**src/npcp_pkg.sv**
```systemverilog
`timescale 1ns / 1ps
// ----------------------------------------------------------------------------
// npcp_pkg
// Shared types, constants and helper functions of the nearest palette color
// and pack block.
// ----------------------------------------------------------------------------
package npcp_pkg;

  localparam int PALETTE_ENTRIES = 256;
  localparam int PAL_AW          = $clog2(PALETTE_ENTRIES);
  localparam int PAL_W           = 24;

  localparam logic [9:0] MAX_DIST     = 10'd765;
  localparam logic [7:0] ALPHA_THRESH = 8'd127;

  localparam logic OP_WRITE   = 1'b0;
  localparam logic OP_CONVERT = 1'b1;

  typedef enum logic [1:0] {
    S_IDLE,
    S_SCAN,
    S_WAIT,
    S_OUT
  } ctrl_state_e;

  typedef struct packed {
    logic       operation;
    logic [7:0] entry_index;
    logic [7:0] red;
    logic [7:0] green;
    logic [7:0] blue;
    logic [7:0] alpha;
  } in_item_t;

  typedef struct packed {
    logic wr_en;
    logic load_query;
    logic rd_en;
    logic load_out;
  } ctrl_cmd_t;

  typedef struct packed {
    logic rd_last;
    logic out_busy;
  } dp_sts_t;

  function automatic logic [7:0] abs_diff(input logic [7:0] a, input logic [7:0] b);
    begin
      return (a > b) ? (a - b) : (b - a);
    end
  endfunction

  // floor(x / 255) for x below 65535 is (x + (x >> 8) + 1) >> 8.
  function automatic logic [4:0] scale5(input logic [7:0] v);
    logic [15:0] p;
    logic [15:0] t;
    begin
      p = ({8'b0, v} << 5) - {8'b0, v};
      t = p + (p >> 8) + 16'd1;
      return t[12:8];
    end
  endfunction

  function automatic logic [5:0] scale6(input logic [7:0] v);
    logic [15:0] p;
    logic [15:0] t;
    begin
      p = ({8'b0, v} << 6) - {8'b0, v};
      t = p + (p >> 8) + 16'd1;
      return t[13:8];
    end
  endfunction

endpackage

```
**src/npcp_ctrl.sv**
```systemverilog
`timescale 1ns / 1ps
// ----------------------------------------------------------------------------
// npcp_ctrl
// Controller: accepts items, sequences the palette scan and hands the result
// to the output register.
// ----------------------------------------------------------------------------
module npcp_ctrl (
  input  logic               clk_i,
  input  logic               rst_ni,
  input  logic               in_valid_i,
  input  logic               in_op_i,
  output logic               in_ready_o,
  output npcp_pkg::ctrl_cmd_t cmd_o,
  input  npcp_pkg::dp_sts_t   sts_i
);
  import npcp_pkg::*;

  ctrl_state_e state_q, state_d;

  always_ff @(posedge clk_i or negedge rst_ni) begin
    if (!rst_ni) begin
      state_q <= S_IDLE;
    end else begin
      state_q <= state_d;
    end
  end

  always_comb begin
    state_d    = state_q;
    in_ready_o = 1'b0;
    cmd_o      = '0;
    unique case (state_q)
      S_IDLE: begin
        in_ready_o = 1'b1;
        if (in_valid_i) begin
          if (in_op_i == OP_CONVERT) begin
            cmd_o.load_query = 1'b1;
            state_d          = S_SCAN;
          end else begin
            cmd_o.wr_en = 1'b1;
          end
        end
      end
      S_SCAN: begin
        cmd_o.rd_en = 1'b1;
        if (sts_i.rd_last) begin
          state_d = S_WAIT;
        end
      end
      // The last entry read is compared during this cycle.
      S_WAIT: begin
        state_d = S_OUT;
      end
      S_OUT: begin
        if (!sts_i.out_busy) begin
          cmd_o.load_out = 1'b1;
          state_d        = S_IDLE;
        end
      end
      default: begin
        state_d = S_IDLE;
      end
    endcase
  end

endmodule

```
**config.mk**
```make
export PLATFORM = sky130hd
export DESIGN_NAME = npcp_ctrl
export DESIGN_NICKNAME = d
export VERILOG_FILES = /design/src/npcp_pkg.sv /design/src/npcp_ctrl.sv
export SDC_FILE = /design/constraint.sdc
export NUM_CORES = 1
export LEC_CHECK = 0
export BUFFER_PORTS_ARGS = -buffer_cell sky130_fd_sc_hd__buf_2
export CAP_MARGIN = 20
export CORE_AREA = 2 2 39 41
export CTS_CLUSTER_DIAMETER = 50
export DETAILED_ROUTE_END_ITERATION = 12
export DIE_AREA = 0 0 41 43
export HOLD_SLACK_MARGIN = 0.03
export PLACE_DENSITY_LB_ADDON = 0.2
export SYNTH_ARGS = -nofsm -noshare
export SYNTH_HDL_FRONTEND = slang
export SYNTH_SLANG_ARGS = --single-unit
```
**constraint.sdc**
```tcl
create_clock -name clk_i -period 1.3 [get_ports clk_i]
set_input_delay 0.13 -clock clk_i [delete_from_list [all_inputs] [get_ports clk_i]]
set_output_delay 0.13 -clock clk_i [all_outputs]
set_load 0.1 [all_outputs]
```
== Word-level counts from Yosys, hierarchy flattened ==
Index checks and enable logic that the tools add are counted.

* Bits in registers: 2
* Bits of input ports: 6
* Word-level logic and storage cells: 23

* Equal/unequal tests: 7
* Muxes and demuxes: 13
* Reduce and logical (&&, ||, !) cells: 2

{| class="wikitable"
|+ Operator list
! kind !! count
|-
| 2-bit two-way mux || 6
|-
| 2-bit != test, second input constant || 4
|-
| 2-bit one-hot mux with 4 select lines || 1
|-
| 1-bit two-way mux || 6
|-
| 2-bit equality test, second input constant || 2
|-
| 4-bit AND reduction || 1
|-
| 2-bit by 1-bit equality test with 1-bit output, second input constant || 1
|-
| 2-bit logical NOT || 1
|}

== Depth between registers and ports, before layout ==
* Depth after elaboration: 3
* Depth in mapped cells: 4

== Worst setup path after synthesis ==
OpenSTA, ideal clock, no wires.

* Kind: register -> output
* Start point: register state_q[0]
* End point: output port cmd_o[3] (netlist bit)
* Data arrival time: 2.700 ns
* Required time: 1.170 ns
* Path slack: -1.530 ns
* Cell stages (with the launch flop): 5
* Cell sequence: dfrtp_1 > inv_1 > ha_1 > nand2_1 > nor2_1

{| class="wikitable"
|+ RTL lines
! element !! line !! text
|-
| start, declared || npcp_ctrl.sv:18 || <nowiki>ctrl_state_e state_q, state_d;</nowiki>
|-
| start signal, assigned || npcp_ctrl.sv:24 || <nowiki>state_q <= state_d;</nowiki>
|-
| end, declared || npcp_ctrl.sv:13 || <nowiki>output npcp_pkg::ctrl_cmd_t cmd_o,</nowiki>
|}

== Final worst setup path ==
* Start point: register state_q[0]
* End point: register state_q[1]

* Cells in the longest elaborated chain, start to end: 3
* Elaborated cells on any way between the ends: 10
* Those cells by class: 7 x eq/ne; 1 x mux; 2 x reduce/logical

{| class="wikitable"
|+ RTL lines
! element !! line !! text
|-
| 2-bit by 1-bit equality test with 1-bit output, or another cell as far along || npcp_ctrl.sv:32 || <nowiki>unique case (state_q)</nowiki>
|-
| 2-bit != test (no source line) || -- ||
|-
| 4-bit AND reduction (no source line) || -- ||
|}

Parallel ways exist; a longest one is shown, timed or not.
A chain may end at the register's enable or synchronous reset.

==> impl_metrics.env <==
export IMPL_numPortBuffers=10
export IMPL_path_class="reg -> reg"
export IMPL_period_minus_slack_ps=1490
export IMPL_avgViaCountPerCell=3.72
export IMPL_nNetsFinal=57
export IMPL_pre_cts_ws_ps=-258
export IMPL_clockBufferDepth=2
export IMPL_grt_first_pass_wirelength_um=1020
export IMPL_worst_slack_ps=-191
export IMPL_setup_tns_final_ps=-872
export IMPL_cts_tree="built"
export IMPL_rsz0062_at_grt="true"
export IMPL_synth_seq_area_share=0.284
export IMPL_cts_buffers=3
export IMPL_yosys_area_top_type="dfrtp_1"
export IMPL_netlist_area_leader_share=0.284
export IMPL_clk_pin_slew_ps=30
export IMPL_drive_above_1_share=0.822
export IMPL_worstSetupEndpointType="flip-flop"
export IMPL_num_antenna_cells=0
export IMPL_reg_top3="state_q: 2 flops"
export IMPL_hpwl_um=458
export IMPL_die_w_um=41
export IMPL_slowest_delay_ps=440
export IMPL_numClockSinks=2
export IMPL_fin_skew_ps=0.774
export IMPL_synth_seq_cells=2
export IMPL_grt_total_usage=0.0853
export IMPL_cp_max_fo=4
export IMPL_cp_start_kind="flip-flop"
export IMPL_grt_max_degree=5
export IMPL_ys_top_cells_by_count="4 x ha_1, 3 x inv_1, 2 x dfrtp_1, 2 x nand2_1, 2 x nor2_1"
export IMPL_h_tree_depth=1
export IMPL_synth_area_top_cells="dfrtp_1 28%, ha_1 28%, inv_1 6.4%"
export IMPL_synthArstFlopShare=1.00
export IMPL_tightest_slew_ps=264
export IMPL_syn_inst=19
export IMPL_finalSetupViolCount=6
export IMPL_grt_overflow=0
export IMPL_start_util=0.127
export IMPL_crit_arrival_ps=1590
export IMPL_status="finished with violations"
export IMPL_maxCapViolations=0
export IMPL_syn_area_um2=176
export IMPL_dr_pass1_iters=4
export IMPL_synthDistinctLibCells=11
export IMPL_vias=227
export IMPL_wirelength_um=597
export IMPL_gp_congestion=0.699
export IMPL_r2r_slack_ps=-190
export IMPL_antenna_left=0
export IMPL_io_pins=11
export IMPL_synth_most_common_cell="ha_1"
export IMPL_yosysWarnings=0
export IMPL_insertion_delay_ps=220
export IMPL_max_freq_ghz=0.671
export IMPL_core_mm2=0.00138
export IMPL_regMostFlops="state_q"
export IMPL_synth_area_per_cell_um2=9.29
export IMPL_grt_pass1_vias=254
export IMPL_synth_fp_nets=29
export IMPL_root_buffer="clkbuf_4"
export IMPL_die_area_mm2=0.00176
export IMPL_finalHoldViolCount=0
export IMPL_path_cells="ha_4, a222oi_1, buf_4, mux2_4"
export IMPL_finalCritPeriodShare=1.15
export IMPL_synth_edff_count=0
export IMPL_drt_initial_drc_count=4
export IMPL_areaGrowthSynthToFinish_pct=196
export IMPL_violations="setup timing"
export IMPL_min_path_type="in -> async"
export IMPL_slew_headroom=0.824
export IMPL_finalMaxSlewViolations=0
export IMPL_largest_reg_flops=2
export IMPL_cpMaxStageDelayCell="dfrtp_2"
export IMPL_die_h_um=43
export IMPL_rows=14
export IMPL_antenna_found_initial=0
export IMPL_drc=0
export IMPL_required_ps=1400
export IMPL_routedWlPerCell_um=9.79
export IMPL_ys_flop_type="dfrtp_1"
-- what timing repair did --
item,CTS,global route
buffers inserted,5,3
pin swaps,2,2
setup endpoints to repair,6,7
endpoints found under the hold margin,2,0
resized for setup,7,2
hold buffers,1,0
-- metal layers --
layer / wire [um] / GRT usage / vias up
met2: 347 / 0.144 / 6
li1: - / - / 117
met3: 22 / 0 / 0
met1: 228 / 0.0962 / 104
met4: 0 / 0.0600 / 0
met5: 0 / 0 / -
-- logic make-up (layout without fill, tap and decap cells) --
| kind of cell | Yosys count | after routing | share of synthesized area |
|---|---|---|---|
| AOI/OAI and AO/OA | 3 | 3 | 0.149 |
| DFF | 2 | 2 | 0.284 |
| muxes | 1 | 1 | 0.0638 |
| buffers and inverters | 3 | 29 | 0.0638 |
| and+or+nand+nor | 6 | 6 | 0.156 |
| adders and majority gates | 4 | 4 | 0.284 |
-- metrics by stage --
step	instance area (um2)	hold slack [ps]	cells	utilization
after floorplan	220	-166	19	-
after global placement	410	-85.1	51	0.297
after detailed placement	410	-78.5	51	0.297
after CTS	507	216	60	0.366
after global routing	522	217	61	0.377
final	522	231	61	0.377
-- cells in the final DEF (no fill, tap or decap), drive strengths merged --
cell type and instances:
buf 22, ha 4, clkbuf 3, inv 3
nand2 2, nor2 2, dfrtp 2, and3 1
nor2b 1, a222oi 1, a22oi 1, a2bb2oi 1
mux2 1, dlygate4sd3 1
-- critical path: cells and delay by family, from the launching register on --
family	cells	cell delay (ps)
AOI/OAI and AO/OA	1	300
muxes	1	290
adders and majority gates	1	170
buffers and inverters	1	180
DFF	1	440
-- worst paths after layout --
path,to,from,depth (start not counted)
setup / recovery,state_q[1],state_q[0],4
hold / removal,state_q[0],rst_ni,2
setup reg to reg,state_q[1],state_q[0],4
hold reg to reg,state_q[1],state_q[1],2
max in group asynchronous,state_q[0],rst_ni,2
min in group clk_i,state_q[0],sts_i[0],3
-- final cells by class --
class	count	area (um2)
Clock buffer	3	22.5
Fill cell	131	862
Inverter	3	11.3
Multi-Input combinational cell	14	180
Sequential cell	2	51.3
Tap cell	16	20.0
Timing Repair Buffer	23	236
Power is left out: the tool's default activity adds up to more than one toggle a clock period on the data nets, which glitch-free logic cannot reach.
